### src/sv/sflm_pkg.sv
// Package for the sorted frequency-list merge core.
// Holds list depth, field widths and input kind and merge mode codes.
// No dependencies.
package sflm_pkg;

   localparam int LIST_DEPTH = 16;
   localparam int KEY_BITS   = 31;
   localparam int FREQ_BITS  = 16;
   localparam int SUM_BITS   = FREQ_BITS + 1;
   localparam int PTR_BITS   = $clog2(LIST_DEPTH + 1);
   localparam int IDX_BITS   = (LIST_DEPTH > 1) ? $clog2(LIST_DEPTH) : 1;

   typedef logic [1:0]          kind_type;
   typedef logic [KEY_BITS-1:0] key_type;
   typedef logic [FREQ_BITS-1:0] freq_type;
   typedef logic [SUM_BITS-1:0] sum_type;
   typedef logic [PTR_BITS-1:0] ptr_type;

   localparam kind_type KIND_LOAD_A = 2'd0;
   localparam kind_type KIND_LOAD_B = 2'd1;
   localparam kind_type KIND_RUN    = 2'd2;

   localparam logic MODE_UNION = 1'b0;
   localparam logic MODE_ISECT = 1'b1;

endpackage

### src/sv/sorted_freq_list_merge_core.sv
// Top level of the sorted frequency-list merge core: list memories, merge sequencer.
// Uses sflm_pkg for widths and codes.
//
// channel   | ports                                          | handshake
// request   | req_kind, req_entry_key, req_entry_freq        | start & !busy
// response  | rsp_out_key, rsp_out_freq, rsp_is_last/empty   | rsp_strobe, one cycle
// csr       | csr_merge_mode                                 | csr_valid & csr_ready
//
// A load writes its entry while idle; busy stays low.
// A run walks both lists with one compare/add unit, each step passing a memory read state
// and a compare and advance state, then a finish state: busy stays high for the run, steps <= lenA+lenB.
// Synchronous reset empties both lists and sets union mode.
// Results leave on rsp_strobe for one cycle each; the receiver cannot stall.
module sorted_freq_list_merge_core (
   input  logic                   clock,
   input  logic                   reset,
   input  logic                   start,
   output logic                   busy,
   input  sflm_pkg::kind_type     req_kind,
   input  sflm_pkg::key_type      req_entry_key,
   input  sflm_pkg::freq_type     req_entry_freq,
   output logic                   rsp_strobe,
   output sflm_pkg::key_type      rsp_out_key,
   output sflm_pkg::sum_type      rsp_out_freq,
   output logic                   rsp_is_last,
   output logic                   rsp_is_empty,
   input  logic                   csr_valid,
   output logic                   csr_ready,
   input  logic                   csr_merge_mode
);
   import sflm_pkg::*;

   localparam logic [1:0] ST_IDLE   = 2'd0;
   localparam logic [1:0] ST_READ   = 2'd1;
   localparam logic [1:0] ST_CMP    = 2'd2;
   localparam logic [1:0] ST_FINISH = 2'd3;

   key_type  a_key_mem  [LIST_DEPTH];
   freq_type a_freq_mem [LIST_DEPTH];
   key_type  b_key_mem  [LIST_DEPTH];
   freq_type b_freq_mem [LIST_DEPTH];

   logic [1:0] state_ff, state_in;
   ptr_type    len_a_ff, len_a_in, len_b_ff, len_b_in;
   ptr_type    ia_ff, ia_in, ib_ff, ib_in;
   logic       mode_ff, mode_in;
   logic       pend_valid_ff, pend_valid_in;
   key_type    pend_key_ff, pend_key_in;
   sum_type    pend_freq_ff, pend_freq_in;
   logic       strobe_ff, strobe_in;
   key_type    out_key_ff, out_key_in;
   sum_type    out_freq_ff, out_freq_in;
   logic       last_ff, last_in, empty_ff, empty_in;

   key_type  rd_a_key_ff, rd_b_key_ff;
   freq_type rd_a_freq_ff, rd_b_freq_ff;

   logic accept, wr_a, wr_b;
   logic a_has, b_has, key_eq, key_gt, take_a, take_b, emit;
   key_type sel_key;
   sum_type sel_freq;

   assign busy      = (state_ff != ST_IDLE);
   assign csr_ready = ~busy;
   assign accept    = start & ~busy;
   assign wr_a      = accept && (req_kind == KIND_LOAD_A) && (len_a_ff < PTR_BITS'(LIST_DEPTH));
   assign wr_b      = accept && (req_kind == KIND_LOAD_B) && (len_b_ff < PTR_BITS'(LIST_DEPTH));

   assign rsp_strobe   = strobe_ff;
   assign rsp_out_key  = out_key_ff;
   assign rsp_out_freq = out_freq_ff;
   assign rsp_is_last  = last_ff;
   assign rsp_is_empty = empty_ff;

   // shared compare and add unit
   assign a_has  = ia_ff < len_a_ff;
   assign b_has  = ib_ff < len_b_ff;
   assign key_eq = rd_a_key_ff == rd_b_key_ff;
   assign key_gt = rd_a_key_ff > rd_b_key_ff;

   always_comb begin
      take_a = 1'b0;
      take_b = 1'b0;
      if (!a_has) begin
         take_b = 1'b1;
      end else if (!b_has) begin
         take_a = 1'b1;
      end else if (key_eq) begin
         take_a = 1'b1;
         take_b = 1'b1;
      end else if (key_gt) begin
         take_b = 1'b1;
      end else begin
         take_a = 1'b1;
      end
   end

   assign sel_key  = take_a ? rd_a_key_ff : rd_b_key_ff;
   assign sel_freq = (take_a ? {1'b0, rd_a_freq_ff} : '0) + (take_b ? {1'b0, rd_b_freq_ff} : '0);
   assign emit     = (take_a & take_b) | (mode_ff == MODE_UNION);

   always_comb begin
      state_in      = state_ff;
      len_a_in      = len_a_ff;
      len_b_in      = len_b_ff;
      ia_in         = ia_ff;
      ib_in         = ib_ff;
      mode_in       = mode_ff;
      pend_valid_in = pend_valid_ff;
      pend_key_in   = pend_key_ff;
      pend_freq_in  = pend_freq_ff;
      strobe_in     = 1'b0;
      out_key_in    = out_key_ff;
      out_freq_in   = out_freq_ff;
      last_in       = last_ff;
      empty_in      = empty_ff;
      if (csr_valid && csr_ready) begin
         mode_in = csr_merge_mode;
      end
      case (state_ff)
         ST_IDLE: begin
            if (wr_a) begin
               len_a_in = len_a_ff + PTR_BITS'(1);
            end
            if (wr_b) begin
               len_b_in = len_b_ff + PTR_BITS'(1);
            end
            if (accept && req_kind == KIND_RUN) begin
               ia_in         = '0;
               ib_in         = '0;
               pend_valid_in = 1'b0;
               state_in      = ST_READ;
            end
         end
         ST_READ: begin
            if (a_has || b_has) begin
               state_in = ST_CMP;
            end else begin
               state_in = ST_FINISH;
            end
         end
         ST_CMP: begin
            if (take_a) begin
               ia_in = ia_ff + PTR_BITS'(1);
            end
            if (take_b) begin
               ib_in = ib_ff + PTR_BITS'(1);
            end
            if (emit) begin
               if (pend_valid_ff) begin
                  strobe_in   = 1'b1;
                  out_key_in  = pend_key_ff;
                  out_freq_in = pend_freq_ff;
                  last_in     = 1'b0;
                  empty_in    = 1'b0;
               end
               pend_valid_in = 1'b1;
               pend_key_in   = sel_key;
               pend_freq_in  = sel_freq;
            end
            state_in = ST_READ;
         end
         ST_FINISH: begin
            strobe_in = 1'b1;
            last_in   = 1'b1;
            if (pend_valid_ff) begin
               out_key_in  = pend_key_ff;
               out_freq_in = pend_freq_ff;
               empty_in    = 1'b0;
            end else begin
               out_key_in  = '0;
               out_freq_in = '0;
               empty_in    = 1'b1;
            end
            pend_valid_in = 1'b0;
            len_a_in      = '0;
            len_b_in      = '0;
            state_in      = ST_IDLE;
         end
         default: begin
            state_in = ST_IDLE;
         end
      endcase
   end

   always_ff @(posedge clock) begin
      if (reset) begin
         state_ff      <= ST_IDLE;
         len_a_ff      <= '0;
         len_b_ff      <= '0;
         ia_ff         <= '0;
         ib_ff         <= '0;
         mode_ff       <= MODE_UNION;
         pend_valid_ff <= 1'b0;
         strobe_ff     <= 1'b0;
      end else begin
         state_ff      <= state_in;
         len_a_ff      <= len_a_in;
         len_b_ff      <= len_b_in;
         ia_ff         <= ia_in;
         ib_ff         <= ib_in;
         mode_ff       <= mode_in;
         pend_valid_ff <= pend_valid_in;
         strobe_ff     <= strobe_in;
      end
   end

   always_ff @(posedge clock) begin
      pend_key_ff  <= pend_key_in;
      pend_freq_ff <= pend_freq_in;
      out_key_ff   <= out_key_in;
      out_freq_ff  <= out_freq_in;
      last_ff      <= last_in;
      empty_ff     <= empty_in;
   end

   always_ff @(posedge clock) begin
      if (wr_a) begin
         a_key_mem[len_a_ff[IDX_BITS-1:0]]  <= req_entry_key;
         a_freq_mem[len_a_ff[IDX_BITS-1:0]] <= req_entry_freq;
      end
      if (wr_b) begin
         b_key_mem[len_b_ff[IDX_BITS-1:0]]  <= req_entry_key;
         b_freq_mem[len_b_ff[IDX_BITS-1:0]] <= req_entry_freq;
      end
      rd_a_key_ff  <= a_key_mem[ia_ff[IDX_BITS-1:0]];
      rd_a_freq_ff <= a_freq_mem[ia_ff[IDX_BITS-1:0]];
      rd_b_key_ff  <= b_key_mem[ib_ff[IDX_BITS-1:0]];
      rd_b_freq_ff <= b_freq_mem[ib_ff[IDX_BITS-1:0]];
   end

`ifndef NO_ASSERTIONS
   a_ptr_bound: assert property (@(posedge clock) disable iff (reset)
      busy |-> ((ia_ff <= len_a_ff) && (ib_ff <= len_b_ff)))
      else $error("merge pointer past list length");

   a_len_bound: assert property (@(posedge clock) disable iff (reset)
      (len_a_ff <= PTR_BITS'(LIST_DEPTH)) && (len_b_ff <= PTR_BITS'(LIST_DEPTH)))
      else $error("list length past depth");

   a_empty_last: assert property (@(posedge clock) disable iff (reset)
      (strobe_ff && empty_ff) |-> last_ff)
      else $error("empty result not marked last");

   a_run_clears: assert property (@(posedge clock) disable iff (reset)
      (state_ff == ST_FINISH) |=> (strobe_ff && last_ff && len_a_ff == '0 && len_b_ff == '0))
      else $error("run end did not clear lists or send last result");
`endif

endmodule

### config.mk
export PLATFORM = sky130hd
export DESIGN_NAME = sorted_freq_list_merge_core
export DESIGN_NICKNAME = d
export VERILOG_FILES = /design/src/sv/sflm_pkg.sv /design/src/sv/sorted_freq_list_merge_core.sv
export SDC_FILE = /design/constraint.sdc
export NUM_CORES = 1
export LEC_CHECK = 0
export BUFFER_PORTS_ARGS = -buffer_cell sky130_fd_sc_hd__buf_4
export CORE_AREA = 2 2 469 471
export CTS_CLUSTER_SIZE = 16
export DETAILED_ROUTE_END_ITERATION = 8
export DIE_AREA = 0 0 471 473
export PLACE_DENSITY = 0.46
export RECOVER_POWER = 100
export SLEW_MARGIN = 30
export SYNTH_ARGS = -nofsm -noshare
export SYNTH_HDL_FRONTEND = slang
export SYNTH_SLANG_ARGS = --single-unit
### constraint.sdc
create_clock -name clock -period 4.95 [get_ports clock]
set_input_delay 0.495 -clock clock [delete_from_list [all_inputs] [get_ports clock]]
set_output_delay 0.495 -clock clock [all_outputs]
set_load 0.01 [all_outputs]
==> flow_summary.html <==
<table>
<tr><th>Metric</th><th>Value</th></tr>
<tr><th colspan="2">Run status</th></tr>
<tr><td>Result of the run</td><td>complete, but fails checks</td></tr>
<tr><td>Failing checks</td><td>max-capacitance violations, max-slew violations</td></tr>
<tr><th colspan="2">Timing</th></tr>
<tr><td>Final Skew</td><td>0.0369 ns</td></tr>
<tr><td>Slew HR</td><td>-88.3%</td></tr>
<tr><td>Final Hold Vio Count</td><td>0</td></tr>
<tr><td>Number of max-slew violations in the final report</td><td>1543</td></tr>
<tr><td>Tightest hold margin</td><td>0.109 ns</td></tr>
<tr><td>Number of setup violations in the final report</td><td>0</td></tr>
<tr><td>Max Fclk</td><td>219 MHz</td></tr>
<tr><td>Transition time at the pin with the least slew margin</td><td>approximately 2.8 ns</td></tr>
<tr><td>Sum of negative setup slack</td><td>0 ns</td></tr>
<tr><td>Final worst-path cycle share</td><td>between 90% and 100%</td></tr>
<tr><td>Unrepaired setup endpoints after global routing</td><td>false</td></tr>
<tr><td>Clock period minus worst slack</td><td>4.56 ns</td></tr>
<tr><th colspan="2">Synthesis</th></tr>
<tr><td>Synth warn</td><td>0</td></tr>
<tr><td>Ys flop type</td><td>sky130_fd_sc_hd__edfxtp_1</td></tr>
<tr><td>Xor and xnor area share after synthesis</td><td>less than 1%</td></tr>
<tr><td>Syn_area_per_cell</td><td>22.6 um^2</td></tr>
<tr><td>Sequential area share after synthesis</td><td>between 70% and 80%</td></tr>
<tr><td>Adder and majority cell fraction of the synthesized area</td><td>1.38%</td></tr>
<tr><td>Compound-cell area share of the yosys netlist</td><td>under 10%</td></tr>
<tr><td>Fraction of registers with async set/reset</td><td>0%</td></tr>
<tr><td>Synth top area share</td><td>73.9%</td></tr>
<tr><td>Commonest cells post-synth</td><td>sky130_fd_sc_hd__edfxtp_1, sky130_fd_sc_hd__mux4_2, sky130_fd_sc_hd__dfxtp_1</td></tr>
<tr><td>Syn Nets</td><td>approximately 3000</td></tr>
<tr><td>Number of distinct standard cells referenced by the synthesized netlist</td><td>56</td></tr>
<tr><td>Leading cell type by number of instances after synthesis</td><td>sky130_fd_sc_hd__edfxtp_1</td></tr>
<tr><td>Largest family of logic cells by synthesized area</td><td>multiplexers</td></tr>
<tr><td>Multiplexer area fraction after synthesis</td><td>between 15 and 20%</td></tr>
<tr><td>Simple-Gate Fraction of Synth Area</td><td>2.29%</td></tr>
<tr><td>Post-synth EDFFs</td><td>1602</td></tr>
<tr><td>Largest area contributor in the netlist</td><td>sky130_fd_sc_hd__edfxtp_1</td></tr>
<tr><td>Combined area of all synthesized cells</td><td>65100 um^2</td></tr>
<tr><td>FF+latch count, synth</td><td>1721</td></tr>
<tr><td>Post-Syn Instances</td><td>2884</td></tr>
<tr><td>Top cells by area in the synthesized netlist</td><td>sky130_fd_sc_hd__edfxtp_1, sky130_fd_sc_hd__mux4_2, sky130_fd_sc_hd__dfxtp_1</td></tr>
<tr><th colspan="2">Placement</th></tr>
<tr><td>Final RePlAce weighted congestion</td><td>0.759</td></tr>
<tr><td>DPL Wire Length</td><td>95200 um</td></tr>
<tr><td>Number of placed cells counting well taps</td><td>5844</td></tr>
<tr><td>Count of input and output buffers</td><td>around 110</td></tr>
<tr><th colspan="2">Cells and area</th></tr>
<tr><td>Nets@finish</td><td>3290</td></tr>
<tr><td>Core occupancy in the finished layout</td><td>34.6%</td></tr>
<tr><td>Share of cells above drive strength 1</td><td>about a quarter</td></tr>
<tr><td>Non-filler instance count after layout</td><td>6202</td></tr>
<tr><td>Synth-to-Final Area Change</td><td>15.9%</td></tr>
<tr><th colspan="2">Floorplan</th></tr>
<tr><td>Die Footprint</td><td>223000 um^2</td></tr>
<tr><td>Total core area</td><td>between 200000 and 250000 um^2</td></tr>
<tr><td>Die span in y</td><td>473 um</td></tr>
<tr><td>Starting density of the core</td><td>29.8%</td></tr>
<tr><td>Row count</td><td>172</td></tr>
<tr><td>DIE WIDTH</td><td>471 um</td></tr>
<tr><td>Count of pins on the block boundary</td><td>107</td></tr>
<tr><th colspan="2">Critical path</th></tr>
<tr><td>Setup crit start kind</td><td>flop</td></tr>
<tr><td>CP max FO</td><td>56</td></tr>
<tr><td>Worst Path Class, Setup</td><td>flop to flop</td></tr>
<tr><td>Worst R2R Start</td><td>ia_ff[1]</td></tr>
<tr><td>RR Endpoint</td><td>rd_a_key_ff[10]</td></tr>
<tr><td>Data arrival, critical path</td><td>5.23 ns</td></tr>
<tr><td>Kind of capture point of the worst setup path</td><td>flop</td></tr>
<tr><td>FF-to-FF path depth</td><td>5</td></tr>
<tr><td>Required time reported for the critical path endpoint</td><td>5.62 ns</td></tr>
<tr><td>Worst R2R Setup Slack</td><td>~0.39 ns</td></tr>
<tr><th colspan="2">Clocking</th></tr>
<tr><td>Clock slew at reported path FFs</td><td>0.06 ns</td></tr>
<tr><td>CTS H-Tree Depth</td><td>4</td></tr>
<tr><td>Clock buffers created by TritonCTS</td><td>186</td></tr>
<tr><td>Setup Buffers After CTS</td><td>0</td></tr>
<tr><td>Number of sinks on the clock net</td><td>1721</td></tr>
<tr><td>Clk buf depth</td><td>3</td></tr>
<tr><td>CTS tree</td><td>built</td></tr>
<tr><td>Skew-Pair Late Insertion Delay</td><td>0.83 ns</td></tr>
<tr><td>Cell chosen for the clock root</td><td>sky130_fd_sc_hd__clkbuf_16</td></tr>
<tr><th colspan="2">Pwr</th></tr>
<tr><td>Static leakage power</td><td>0.0230 uW</td></tr>
<tr><td>Ratio of total power to cell area</td><td>about 430 nW/um^2</td></tr>
<tr><td>Largest vdd supply drop</td><td>264 uV</td></tr>
<tr><td>Post-route total power</td><td>32500 uW</td></tr>
<tr><th colspan="2">GRT</th></tr>
<tr><td>Total global-route track usage</td><td>15.4%</td></tr>
<tr><td>Met2 Track Usage GR</td><td>between 20% and 30%</td></tr>
<tr><td>First-pass GRT wire length</td><td>between 200000 and 250000 um</td></tr>
<tr><td>Number of antenna violations at the first check in global routing</td><td>17</td></tr>
<tr><td>Met3 GRT Util</td><td>2.75%</td></tr>
<tr><td>Largest net degree at the start of global routing</td><td>86</td></tr>
<tr><td>Most crowded layer after global routing</td><td>met2</td></tr>
<tr><td>Aggregate global routing overflow</td><td>0</td></tr>
<tr><td>Vias in the first global route</td><td>about 31000</td></tr>
<tr><td>Global-route track usage on met1</td><td>20.8%</td></tr>
<tr><th colspan="2">Detailed routing</th></tr>
<tr><td>Vias per inst</td><td>4.85</td></tr>
<tr><td>DRT antenna net count</td><td>0</td></tr>
<tr><td>Aggregate routed wire length</td><td>171000 um</td></tr>
<tr><td>Via Count</td><td>30070</td></tr>
<tr><td>Number of remaining DRC errors</td><td>0</td></tr>
<tr><td>1st-pass router iterations</td><td>5</td></tr>
<tr><td>Starting DRC count in detailed routing</td><td>2524</td></tr>
<tr><td>Final routed wire length divided by cell count</td><td>27.6 um</td></tr>
<tr><th colspan="2">Worst hold path</th></tr>
<tr><td>Hold-critical path endpoint</td><td>state_ff[1]</td></tr>
<tr><td>Hold crit path type</td><td>primary input to flop</td></tr>
<tr><td>Hold Path Origin</td><td>req_kind[1]</td></tr>
<tr><td>Hold-critical path depth</td><td>4</td></tr>
<tr><th colspan="2">Flow run</th></tr>
<tr><td>Max-cap check violation count</td><td>52</td></tr>
</table>
## cell families after synthesis
group / after synthesis
AOI/OAI and AO/OA: 131
buffers and inverters: 183
adders and majority gates: 71
xor gates and xnor gates: 13
and+or+nand+nor: 295
DFF: 1721
muxes: 470
## registers in the layout (all words and copies together) (netlist names)
| name | count |
|---|---|
| ia_ff | 5 |
| rd_b_key_ff | 31 |
| rd_b_freq_ff | 16 |
| state_ff | 2 |
| rsp_out_key | 31 |
| rd_a_freq_ff | 16 |
| pend_key_ff | 31 |
| rd_a_key_ff | 31 |
| b_freq_mem | 256 |
| a_key_mem | 496 |
| rsp_is_empty | 1 |
| len_b_ff | 5 |
| ib_ff | 5 |
| b_key_mem | 496 |
| pend_freq_ff | 17 |
| rsp_is_last | 1 |
| len_a_ff | 5 |
| pend_valid_ff | 1 |
| a_freq_mem | 256 |
| rsp_out_freq | 17 |
| mode_ff | 1 |
| rsp_strobe | 1 |
## per-layer routing
layer | routed length, um | part of all wire [%] | up-vias
li1 | - | - | 12662
met3 | 7320 | 4.3 | 235
met4 | 3720 | 2.2 | 14
met5 | 93 | 0.054 | -
met2 | 85300 | 50 | 666
met1 | 74900 | 44 | 16493
## timing repair
action,in CTS,in global routing
endpoints found under the setup margin,0,3
hold endpoints to repair,14,0
resized for setup,0,8
hold buffers,4,0
## area by class of cell
class / instances / area (um^2)
Fill cell: 20435 / 143000
Clock buffer: 270 / 5210
Timing Repair Buffer: 228 / 1140
Clock inverter: 82 / 788
Inverter: 48 / 180
Tap cell: 2871 / 3590
Sequential cell: 1721 / 50500
Antenna cell: 2 / 5.00
Multi-Input combinational cell: 980 / 14100
## critical path: stages, from the launching register on
cell and delay, ns:
sky130_fd_sc_hd__dfxtp_4 0.34, sky130_fd_sc_hd__buf_4 0.60, sky130_fd_sc_hd__clkbuf_2 1.39, sky130_fd_sc_hd__clkbuf_4 0.95, sky130_fd_sc_hd__mux4_2 0.43, sky130_fd_sc_hd__mux4_2 0.52
## power by group
part           leakage (uW)  internal [uW]  switching, uW
sequential           0.0154          16200           90.1
combinational       0.00464           1240           1460
clock               0.00293           7740           5790
total                0.0230          25200           7340
## through the flow
stage / area (um^2) / setup WS, ns
4_1_cts: 76400 / 0.257
6_report: 75500 / 0.394
3_5_place_dp: 70400 / 0.330
5_1_grt: 75500 / 0.0170
2_1_floorplan: 65200 / 0.570
3_3_place_gp: 70300 / 0.339
## layout by cell type (no fill, tap or decap), drive strengths merged, types with 53 or more instances in the layout
| cell type | instances |
|---|---|
| inv | 57 |
| nor2 | 60 |
| dfxtp | 119 |
| clkbuf | 453 |
| nand2 | 80 |
| mux4 | 470 |
| clkinv | 64 |
| ha | 70 |
| edfxtp | 1602 |
| o21ai | 53 |
## how the worst max path moves through the flow
stage	startpoint	to	depth (start not counted)
6_report	ia_ff[1]	rd_a_key_ff[10]	5
5_1_grt	rd_b_key_ff[22]	pend_freq_ff[16]	21
4_1_cts	rd_b_key_ff[29]	pend_freq_ff[16]	20
3_5_place_dp	rd_b_key_ff[29]	pend_freq_ff[16]	20
3_3_place_gp	rd_b_key_ff[22]	pend_freq_ff[16]	21
2_1_floorplan	len_b_ff[2]	pend_freq_ff[16]	20
Power figures use the tool's default switching activity.
